## src/design/tsv_pkg.sv

```systemverilog
// Package with the types, codes and constants of the tolerance voter.
package tsv_pkg;

   localparam int unsigned READING_W = 16;
   localparam int unsigned TOL_W     = 15;
   localparam int unsigned SUM_W     = 18;
   localparam int unsigned MAG_W     = 17;
   localparam int unsigned RECIP_W   = 17;
   localparam int unsigned PROD_W    = MAG_W + RECIP_W;
   localparam int unsigned DIV3_SHIFT = 18;

   // ceil(2^18 / 3); exact for every magnitude below 2^17.
   localparam logic [RECIP_W-1:0] DIV3_RECIP = 17'd87382;

   localparam logic [TOL_W-1:0] TOLERANCE_RESET = 15'd10;

   localparam int unsigned CSR_ADDR_W = 2;
   localparam int unsigned CSR_DATA_W = 32;
   localparam logic [CSR_ADDR_W-1:0] ADDR_TOLERANCE = 2'd0;

   typedef enum logic [1:0] {
      VOTE_OK           = 2'd0,
      VOTE_SENSOR_ERROR = 2'd1,
      VOTE_DISAGREE     = 2'd2
   } vote_status_type;

   typedef struct packed {
      logic signed [READING_W-1:0] reading_a;
      logic                        valid_a;
      logic signed [READING_W-1:0] reading_b;
      logic                        valid_b;
      logic signed [READING_W-1:0] reading_c;
      logic                        valid_c;
   } req_payload_type;

   typedef struct packed {
      vote_status_type             vote_status;
      logic                        agree_a;
      logic                        agree_b;
      logic                        agree_c;
      logic signed [READING_W-1:0] echo_a;
      logic signed [READING_W-1:0] echo_b;
      logic signed [READING_W-1:0] echo_c;
      logic signed [READING_W-1:0] voted_average;
   } rsp_payload_type;

   // First pipeline stage: pairwise comparisons and gated readings.
   typedef struct packed {
      logic [2:0]                  present;
      logic                        close_ab;
      logic                        close_bc;
      logic                        close_ca;
      logic signed [READING_W-1:0] echo_a;
      logic signed [READING_W-1:0] echo_b;
      logic signed [READING_W-1:0] echo_c;
   } s1_type;

   // Second pipeline stage: vote decision and sum magnitude.
   typedef struct packed {
      vote_status_type             vote_status;
      logic                        agree_a;
      logic                        agree_b;
      logic                        agree_c;
      logic signed [READING_W-1:0] echo_a;
      logic signed [READING_W-1:0] echo_b;
      logic signed [READING_W-1:0] echo_c;
      logic                        negative;
      logic                        by_three;
      logic [MAG_W-1:0]            magnitude;
   } s2_type;

endpackage

```

## src/design/triple_sensor_tolerance_voter_unit.sv

```systemverilog
// Top level of the two-of-three tolerance voter with its register port.
// Throughput: one transaction per clock cycle, sustained, while rsp_stall is low.
// Three register stages: compare lanes, merge, divide-and-sign. The edge that
// accepts the request loads the first; rsp_valid rises when the third is loaded.
// Reset is synchronous and active high: it empties the pipeline and sets the
// tolerance register to 10. Data registers keep their contents through reset.
module triple_sensor_tolerance_voter_unit
   import tsv_pkg::*;
(
   input  logic                  clock,
   input  logic                  reset,
   input  logic                  req_valid,
   output logic                  req_stall,
   input  req_payload_type       req_payload,
   output logic                  rsp_valid,
   input  logic                  rsp_stall,
   output rsp_payload_type       rsp_payload,
   input  logic                  psel,
   input  logic                  penable,
   input  logic                  pwrite,
   input  logic [CSR_ADDR_W-1:0] paddr,
   input  logic [CSR_DATA_W-1:0] pwdata,
   output logic [CSR_DATA_W-1:0] prdata,
   output logic                  pready
);

   // Configuration register. Writes land on the access phase of an APB write.
   logic [TOL_W-1:0] tolerance_ff;
   logic [TOL_W-1:0] tolerance_in;

   assign pready = 1'b1;

   always_comb begin
      tolerance_in = tolerance_ff;
      if (psel && penable && pwrite && (paddr == ADDR_TOLERANCE)) begin
         tolerance_in = pwdata[TOL_W-1:0];
      end
   end

   assign prdata = (paddr == ADDR_TOLERANCE) ? {{(CSR_DATA_W-TOL_W){1'b0}}, tolerance_ff} : '0;

   // Pipeline occupancy. Each stage advances whenever the stage after it has
   // room, so bubbles collapse and a waiting result does not block intake
   // unless every stage is full.
   logic s1_valid_ff;
   logic s1_valid_in;
   logic s2_valid_ff;
   logic s2_valid_in;
   logic out_valid_ff;
   logic out_valid_in;
   logic out_ready;
   logic s2_ready;
   logic s1_ready;

   assign out_ready = !out_valid_ff || !rsp_stall;
   assign s2_ready  = !s2_valid_ff || out_ready;
   assign s1_ready  = !s1_valid_ff || s2_ready;
   // No request is taken while reset is held, so the intake reports a stall then.
   assign req_stall = !s1_ready || reset;

   assign s1_valid_in  = s1_ready  ? req_valid   : s1_valid_ff;
   assign s2_valid_in  = s2_ready  ? s1_valid_ff : s2_valid_ff;
   assign out_valid_in = out_ready ? s2_valid_ff : out_valid_ff;

   // Stage one: three comparison lanes, one per reading pair, run side by side.
   s1_type s1_ff;
   s1_type s1_in;
   logic   close_ab;
   logic   close_bc;
   logic   close_ca;

   tsv_pair_lane u_lane_ab (
      .x_reading (req_payload.reading_a),
      .x_valid   (req_payload.valid_a),
      .y_reading (req_payload.reading_b),
      .y_valid   (req_payload.valid_b),
      .tolerance (tolerance_ff),
      .close     (close_ab)
   );

   tsv_pair_lane u_lane_bc (
      .x_reading (req_payload.reading_b),
      .x_valid   (req_payload.valid_b),
      .y_reading (req_payload.reading_c),
      .y_valid   (req_payload.valid_c),
      .tolerance (tolerance_ff),
      .close     (close_bc)
   );

   tsv_pair_lane u_lane_ca (
      .x_reading (req_payload.reading_c),
      .x_valid   (req_payload.valid_c),
      .y_reading (req_payload.reading_a),
      .y_valid   (req_payload.valid_a),
      .tolerance (tolerance_ff),
      .close     (close_ca)
   );

   // Invalid readings are replaced by zero here, so later stages can sum
   // and echo them without looking at the valid flags again.
   always_comb begin
      s1_in.present  = {req_payload.valid_a, req_payload.valid_b, req_payload.valid_c};
      s1_in.close_ab = close_ab;
      s1_in.close_bc = close_bc;
      s1_in.close_ca = close_ca;
      s1_in.echo_a   = req_payload.valid_a ? req_payload.reading_a : '0;
      s1_in.echo_b   = req_payload.valid_b ? req_payload.reading_b : '0;
      s1_in.echo_c   = req_payload.valid_c ? req_payload.reading_c : '0;
   end

   // Stage two: the merge combines the lane flags into agree flags and the
   // status, and forms the magnitude of the sum of the agreeing readings.
   s2_type s2_ff;
   s2_type s2_in;

   tsv_merge u_merge (
      .s1 (s1_ff),
      .s2 (s2_in)
   );

   // Stage three: divide by the number of agreeing readings, truncating
   // toward zero, and place the result in the output register.
   rsp_payload_type out_ff;
   rsp_payload_type out_in;

   tsv_scale u_scale (
      .s2  (s2_ff),
      .rsp (out_in)
   );

   assign rsp_valid   = out_valid_ff;
   assign rsp_payload = out_ff;

   always_ff @(posedge clock) begin
      if (reset) begin
         tolerance_ff <= TOLERANCE_RESET;
         s1_valid_ff  <= 1'b0;
         s2_valid_ff  <= 1'b0;
         out_valid_ff <= 1'b0;
      end else begin
         tolerance_ff <= tolerance_in;
         s1_valid_ff  <= s1_valid_in;
         s2_valid_ff  <= s2_valid_in;
         out_valid_ff <= out_valid_in;
      end
   end

   // Data registers load only when their stage advances with a live transaction.
   always_ff @(posedge clock) begin
      if (req_valid && s1_ready) begin
         s1_ff <= s1_in;
      end
      if (s1_valid_ff && s2_ready) begin
         s2_ff <= s2_in;
      end
      if (s2_valid_ff && out_ready) begin
         out_ff <= out_in;
      end
   end

endmodule

```

## src/design/tsv_pair_lane.sv

```systemverilog
// One comparison lane: checks whether two valid readings lie within tolerance.
module tsv_pair_lane
   import tsv_pkg::*;
(
   input  logic signed [READING_W-1:0] x_reading,
   input  logic                        x_valid,
   input  logic signed [READING_W-1:0] y_reading,
   input  logic                        y_valid,
   input  logic [TOL_W-1:0]            tolerance,
   output logic                        close
);

   logic signed [READING_W:0] diff;
   logic [READING_W:0]        mag;

   // The difference is taken one bit wider so it can never wrap.
   assign diff = {x_reading[READING_W-1], x_reading} - {y_reading[READING_W-1], y_reading};
   assign mag  = diff[READING_W] ? 17'(-diff) : 17'(diff);
   assign close = x_valid && y_valid && (mag <= {2'b00, tolerance});

endmodule

```

## src/design/tsv_merge.sv

```systemverilog
// Merge stage: combines the lane results into agree flags, status and sum.
module tsv_merge
   import tsv_pkg::*;
(
   input  s1_type s1,
   output s2_type s2
);

   logic [1:0]         n_valid;
   logic [1:0]         n_agree;
   logic               ag_a;
   logic               ag_b;
   logic               ag_c;
   logic [SUM_W-1:0]   sum;
   logic [SUM_W-1:0]   sum_neg;
   logic [SUM_W-1:0]   term_a;
   logic [SUM_W-1:0]   term_b;
   logic [SUM_W-1:0]   term_c;

   assign n_valid = 2'($countones(s1.present));

   // A lane only reports close when both of its readings are valid.
   assign ag_a = (n_valid >= 2'd2) && (s1.close_ab || s1.close_ca);
   assign ag_b = (n_valid >= 2'd2) && (s1.close_ab || s1.close_bc);
   assign ag_c = (n_valid >= 2'd2) && (s1.close_bc || s1.close_ca);
   assign n_agree = 2'($countones({ag_a, ag_b, ag_c}));

   assign term_a = ag_a ? {{2{s1.echo_a[READING_W-1]}}, s1.echo_a} : '0;
   assign term_b = ag_b ? {{2{s1.echo_b[READING_W-1]}}, s1.echo_b} : '0;
   assign term_c = ag_c ? {{2{s1.echo_c[READING_W-1]}}, s1.echo_c} : '0;
   assign sum     = term_a + term_b + term_c;
   assign sum_neg = -sum;

   always_comb begin
      s2.agree_a  = ag_a;
      s2.agree_b  = ag_b;
      s2.agree_c  = ag_c;
      s2.echo_a   = s1.echo_a;
      s2.echo_b   = s1.echo_b;
      s2.echo_c   = s1.echo_c;
      s2.negative = sum[SUM_W-1];
      s2.by_three = (n_agree == 2'd3);
      s2.magnitude = sum[SUM_W-1] ? sum_neg[MAG_W-1:0] : sum[MAG_W-1:0];
      priority if (n_valid < 2'd2) begin
         s2.vote_status = VOTE_SENSOR_ERROR;
         s2.magnitude   = '0;
      end else if (n_agree < 2'd2) begin
         s2.vote_status = VOTE_DISAGREE;
         s2.magnitude   = '0;
      end else begin
         s2.vote_status = VOTE_OK;
      end
   end

endmodule

```

## src/design/tsv_scale.sv

```systemverilog
// Averaging stage: divides the sum magnitude by two or three and restores the sign.
module tsv_scale
   import tsv_pkg::*;
(
   input  s2_type          s2,
   output rsp_payload_type rsp
);

   logic [PROD_W-1:0]    product;
   logic [READING_W-1:0] quotient;
   logic [READING_W-1:0] quotient_neg;

   // Division by three is a multiply by the rounded-up reciprocal.
   assign product = {{RECIP_W{1'b0}}, s2.magnitude} * {{MAG_W{1'b0}}, DIV3_RECIP};
   assign quotient = s2.by_three ? product[DIV3_SHIFT+READING_W-1:DIV3_SHIFT]
                                 : s2.magnitude[MAG_W-1:1];
   assign quotient_neg = -quotient;

   always_comb begin
      rsp.vote_status   = s2.vote_status;
      rsp.agree_a       = s2.agree_a;
      rsp.agree_b       = s2.agree_b;
      rsp.agree_c       = s2.agree_c;
      rsp.echo_a        = s2.echo_a;
      rsp.echo_b        = s2.echo_b;
      rsp.echo_c        = s2.echo_c;
      rsp.voted_average = s2.negative ? quotient_neg : quotient;
   end

endmodule

```

## config.mk

```make
export PLATFORM = sky130hd
export DESIGN_NAME = triple_sensor_tolerance_voter_unit
export DESIGN_NICKNAME = d
export VERILOG_FILES = /design/src/design/tsv_pkg.sv /design/src/design/triple_sensor_tolerance_voter_unit.sv /design/src/design/tsv_pair_lane.sv /design/src/design/tsv_merge.sv /design/src/design/tsv_scale.sv
export SDC_FILE = /design/constraint.sdc
export NUM_CORES = 1
export LEC_CHECK = 0
export BUFFER_PORTS_ARGS = -buffer_cell sky130_fd_sc_hd__buf_2
export CAP_MARGIN = 20
export CORE_ASPECT_RATIO = 0.5
export CORE_MARGIN = 1.5
export CORE_UTILIZATION = 55
export CTS_CLUSTER_SIZE = 8
export DETAILED_ROUTE_END_ITERATION = 12
export PLACE_DENSITY = 0.84
export SLEW_MARGIN = 0
export SYNTH_ARGS = -nofsm -noshare
export SYNTH_HDL_FRONTEND = slang
export SYNTH_SLANG_ARGS = --single-unit
```

## constraint.sdc

```tcl
create_clock -name clock -period 16.9 [get_ports clock]
set_input_delay 0.845 -clock clock [delete_from_list [all_inputs] [get_ports clock]]
set_output_delay 0.845 -clock clock [all_outputs]
set_load 0.01 [all_outputs]
```

After elaboration in Yosys (flattened, before gate mapping)
Index checks and enable logic that the tools add are counted.
{"block": "classes", "n_addsub": 14, "multipliers": 1, "order_cmp": 6, "eq_ne": 1, "muxes": 11, "n_reduce_logical": 29}
{"cell": "17-bit 2-to-1 mux", "count": 4}
{"cell": "17-bit negator", "count": 4}
{"cell": "18-bit 2-to-1 mux", "count": 3}
{"cell": "17-bit by 15-bit <= comparator with 1-bit output", "count": 3}
{"cell": "16-bit by 16-bit subtractor with 17-bit output", "count": 3}
{"cell": "18-bit adder", "count": 2}
{"cell": "17-bit by 16-bit multiplier with 33-bit output, second input constant", "count": 1}
{"cell": "16-bit 2-to-1 mux", "count": 2}
{"cell": "16-bit negator", "count": 1}
{"cell": "1-bit logical AND", "count": 15}
{"cell": "15-bit 2-to-1 mux", "count": 1}
{"cell": "1-bit logical OR", "count": 7}
{"cell": "1-bit zero test", "count": 5}
{"cell": "1-bit by 1-bit adder with 2-bit output", "count": 2}
{"cell": "2-bit by 1-bit adder with 2-bit output", "count": 2}
{"cell": "2-bit less-than comparator, second input constant", "count": 2}
{"cell": "2-bit == test, second input constant", "count": 1}
{"cell": "2-bit greater-or-equal comparator, second input constant", "count": 1}
{"cell": "2-bit zero test", "count": 1}
{"cell": "2-bit 2-to-1 mux", "count": 1}
{"cell": "2-bit OR reduction", "count": 1}
{"block": "word_totals", "regBits": 213, "input_bits": 92, "out_inout_bits": 104, "elab_cells": 91}

Logic depth before layout (Yosys ltp)
{"block": "logic_depth", "depth_word": 9, "mapped_depth": 26, "depth_no_buf": 25}

By module
Synthesis repeated with hierarchy kept, for this count alone.
{"block": "hier_totals", "cells_unflattened": 2198, "hier_area_um2": 21130.3}
{"module": "triple_sensor_tolerance_voter_unit", "instances": 1, "cells_each": 364, "area_each_um2": 7229.4, "seq_area_each_um2": 6216.0}
{"module": "tsv_scale", "instances": 1, "cells_each": 744, "area_each_um2": 6364.9, "seq_area_each_um2": 0.0}
{"module": "tsv_pair_lane", "instances": 3, "cells_each": 243, "area_each_um2": 1687.9, "seq_area_each_um2": 0.0}
{"module": "tsv_merge", "instances": 1, "cells_each": 361, "area_each_um2": 2472.4, "seq_area_each_um2": 0.0}

Worst setup path after synthesis
OpenSTA, ideal clock, no wires.
{"block": "synth_path", "path_type": "input -> register", "from": "in rsp_stall", "to": "reg out_ff, in the netlist rsp_payload[0] (enable)", "setup_ps": 601, "t_arrival_ps": 5872, "t_required_ps": 16299, "setup_slack_ps": 10427, "path_stages": 1, "path_buffers": 0, "path_cell_list": "a21boi_0"}
{"block": "synth_between", "elab_chain_len": 3}
{"item": "start, declared", "line": "triple_sensor_tolerance_voter_unit.sv:16", "rtl": "input logic rsp_stall,"}
{"item": "1-bit zero test", "line": "triple_sensor_tolerance_voter_unit.sv:55", "rtl": "assign out_ready = !out_valid_ff || !rsp_stall;"}
{"item": "1-bit logical OR", "line": "triple_sensor_tolerance_voter_unit.sv:55"}
{"item": "1-bit logical AND", "line": "triple_sensor_tolerance_voter_unit.sv:156", "rtl": "if (s2_valid_ff && out_ready) begin"}
{"item": "end signal, assigned", "line": "triple_sensor_tolerance_voter_unit.sv:157", "rtl": "out_ff <= out_in;"}
{"item": "end, declared", "line": "triple_sensor_tolerance_voter_unit.sv:123", "rtl": "rsp_payload_type out_ff;"}
Every way passes these cells.
A chain may end at the register's enable or synchronous reset.

==> reports/qor.tcl <==
set qor(outcome) {finished, final reports clean}
set qor(ir_worst_vdd_mv) 0.0760
set qor(critPathLaunch) {s2_ff[1]}
set qor(layout-area-overhead-vs-synth_pct) 11.8
set qor(hold_path.startpoint) {s2_ff[63]}
set qor(number_of_levels_the_h_tree_was_split_into) 1
set qor(unrepaired_setup_endpoints_after_global_routing) {false}
set qor(core_area_sq_um) 33300
set qor(hpwl_microns) 36000
set qor(synth_xor_xnor_area_share) 0.0553
set qor(num_rows) 47
set qor(post-route-period-util) 0.409
set qor(synth_common_cells) {323 x inv_1, 246 x ha_1, 195 x edfxtp_1, 137 x nand2_1, 108 x fa_1}
set qor(synth_top_flop_cell) {edfxtp_1}
set qor(synth-simple-area-share) 0.130
set qor(finalSetupViolCount) 0
set qor(post_synth_inst_count) 1886
set qor(number_of_enable_type_register_cells_in_the_synthesized_netlist) 195
set qor(worstSetupEndpointType) {flop}
set qor(drcViolationCount) 0
set qor(synth_area_per_cell_sq_um) 9.97
set qor(yosys.area.top_type) {edfxtp_1}
set qor(synth_top_family_by_area) {adder cells}
set qor(maxClockFrequency_ghz) 0.145
set qor(number_of_antenna_violations_at_the_first_check_in_global_routing) 5
set qor(power.density_nw_per_um2) 97.1
set qor(worstPathArrival_ps) 7210
set qor(floorplan.initialDensity) 0.564
set qor(placement.setup.worst_slack_ps) 10070
set qor(root_buffer) {clkbuf_16}
set qor(grt_max_degree) 73
set qor(worst_path_dominant_cell_family) {adder cells}
set qor(cpMaxStageDelayCell) {edfxtp_1}
set qor(postRouteWirelength_microns) 47000
set qor(grt_overflow_total) 0
set qor(yosys.area_share.adder) 0.279
set qor(initialDrtViolationCount) 1069
set qor(clkSlewWorstSetupHoldPaths_ps) 50
set qor(count_of_boundary_i_o_pins) 196
set qor(die-area_sq_um) 35400
set qor(drtPass1Iterations) 7
set qor(fin_worst_skew_ps) 19.1
set qor(postCtsHoldBufs) 0
set qor(place_area_sq_um) 20100
set qor(placement.io_buffers) 160
set qor(synth_sequential_area_ratio) 0.330
set qor(crit_chain) {ha_1 > xor2_1 > ha_1 > inv_1 > fa_1 > inv_1 > fa_1 > fa_1 > inv_1 > fa_1 > inv_1 > ha_1 > and4_1 > nand3_1 > or3b_1 > o221ai_1 > xor2_1 > mux2i_1 > and4b_1 > nand4_1 > o31ai_1 > xor2_1}
set qor(post-synth-top-count-cell) {inv_1}
set qor(final_cell_area_sq_um) 21000
set qor(via_count_of_the_first_global_routing_pass) 14587
set qor(post_synthesis_instance_area_sq_um) 18800
set qor(count_of_synthesis_stage_warnings_from_yosys) 0
set qor(ffs_w_async_s_r_synth) 0
set qor(finalWorstPathRequiredPeriod_ps) 6910
set qor(nets) 2509
set qor(cts_tree) {yes}
set qor(yosys.cell_types.count) 83
set qor(worst-slew-pin-transition_ps) 961
set qor(yosys-top-cells-area) {edfxtp_1 31%, ha_1 16%, fa_1 11%}
set qor(max_slew_violation_count) 0
set qor(die_y_extent_microns) 134
set qor(gp_congestion) 0.943
set qor(vias_per_cell) 5.78
set qor(final-hold-violation-count) 0
set qor(holdCritPathClass) {flop to flop}
set qor(grt.total_usage) 0.265
set qor(cp_max_fo) 7
set qor(synth-compound-area-share) 0.124
set qor(crit_type) {flop to flop}
set qor(wl_per_cell_microns) 18.6
set qor(static-leakage-power_uw) 0.00968
set qor(ant_nets) 0
set qor(layout_setup_ws_ps) 9990
set qor(fill_cells) 2597
set qor(cp_slowest_stage_delay_ps) 560
set qor(synth_largest_type_area_fraction) 0.311
set qor(die_w_microns) 265
set qor(yosys_register_bits) 213
set qor(regToRegSetupSlack_ps) 9990
set qor(number_of_buffers_created_by_cts) 31
set qor(timing.slew.headroom) 0.360
set qor(top_usage_layer) {met2}
set qor(critical_path_required_ps) 17200
set qor(worstSkewPairLatency_ps) 580
set qor(reg_to_reg_startpoint) {s2_ff[1]}
set qor(use_met3) 0.0362
set qor(cts-resized-gates) 0
set qor(grt_use_met1) 0.337
set qor(setup_tns_ps) 0
set qor(worst_setup_path_start_kind) {flop}
set qor(drive_above_1_share) 0.118
set qor(sinks_on_clock_net) 213
set qor(drv_cap) 0
set qor(grt_pass1_wl_microns) 74400
set qor(dr_total_vias) 14602
set qor(final_core_util) 0.631
set qor(critical_path_buf_inv_count) 4
set qor(synth.area.mux_share) 0.00439
set qor(max-clock-path-buffers) 3
set qor(grtUsageMet2) 0.464
set qor(cts_setup_buffers) 0
## cells in the final DEF, fill, tap and decap left out, types with 6 or more instances in the layout
cell and count:
clkbuf_1 14, nor4_1 8, nand3_1 21, conb_1 18
o21ai_0 62, a211oi_1 13, or2_2 13, buf_4 8
o31ai_1 20, inv_1 323, ha_1 246, dfxtp_1 18
xor2_1 41, nand2_1 137, and3_1 13, nor2_1 88
o31a_1 8, o21ai_1 6, edfxtp_1 195, clkbuf_16 31
or3_1 11, fa_1 108, buf_2 160, mux2i_1 6
and2_1 63, nand4_1 16, a21o_1 22, a31oi_1 25
nand2b_1 23, a21oi_1 77, o211ai_1 9, xnor2_1 76
nor3_1 43, nor2b_1 20, o21a_1 26
## flip-flops by register name, indices dropped and copies added (netlist names)
| register | flops |
|---|---|
| s2_ff | 72 |
| rsp_payload | 69 |
| s1_ff | 54 |
| tolerance_ff | 15 |
| rsp_valid | 1 |
| s1_valid_ff | 1 |
| s2_valid_ff | 1 |
## final cells by class
| type | count | area [sq um] | area share |
|---|---|---|---|
| Multi-Input combinational cell | 1323 | 11200 | 0.534 |
| Sequential cell | 213 | 6220 | 0.296 |
| Inverter | 324 | 1220 | 0.0578 |
| Timing Repair Buffer | 170 | 886 | 0.0421 |
| Clock buffer | 46 | 842 | 0.0400 |
| Tap cell | 441 | 552 | 0.0262 |
| Clock inverter | 3 | 80.1 | 0.00381 |
| Antenna cell | 5 | 12.5 | 0.000595 |
## where the power goes
group          leakage, uW  switching (uW)  internal (uW)
clock network     0.000444             233            369
logic              0.00719             486            330
registers          0.00204            14.3            609
## metal layers
metal	vias to the layer above	part of all wire
met2	635	0.49
met3	131	0.069
met4	0	0.037
met5	-	0
li1	6834	-
met1	7002	0.41
## per-stage QoR
| stage | power (uW) | hold WS (ps) | std cells |
|---|---|---|---|
| finish | 2040 | 407 | 2525 |
| global route | 2170 | 419 | 2525 |
| CTS | 2030 | 412 | 2518 |
| detailed placement | 1430 | 405 | 2469 |
| global placement | 1400 | 402 | 2469 |
| floorplan | 1230 | 400 | 1902 |
## path summary, 6_finish.rpt
path / endpoint / cells after the start
min reg2reg: rsp_payload[60] / 0
max reg2reg: rsp_payload[15] / 22
min: rsp_payload[60] / 0
max: rsp_payload[15] / 22
## cell families (layout without fill, tap and decap cells)
kind of cell,Yosys count,count (layout)
buf+inv,366,543
simple gates,483,483
xor+xnor,118,118
other cells,2,23
fa+ha+maj,354,354
compound gates,342,342
flops,213,213
mux,8,8
(Power assumes the default switching activity.)
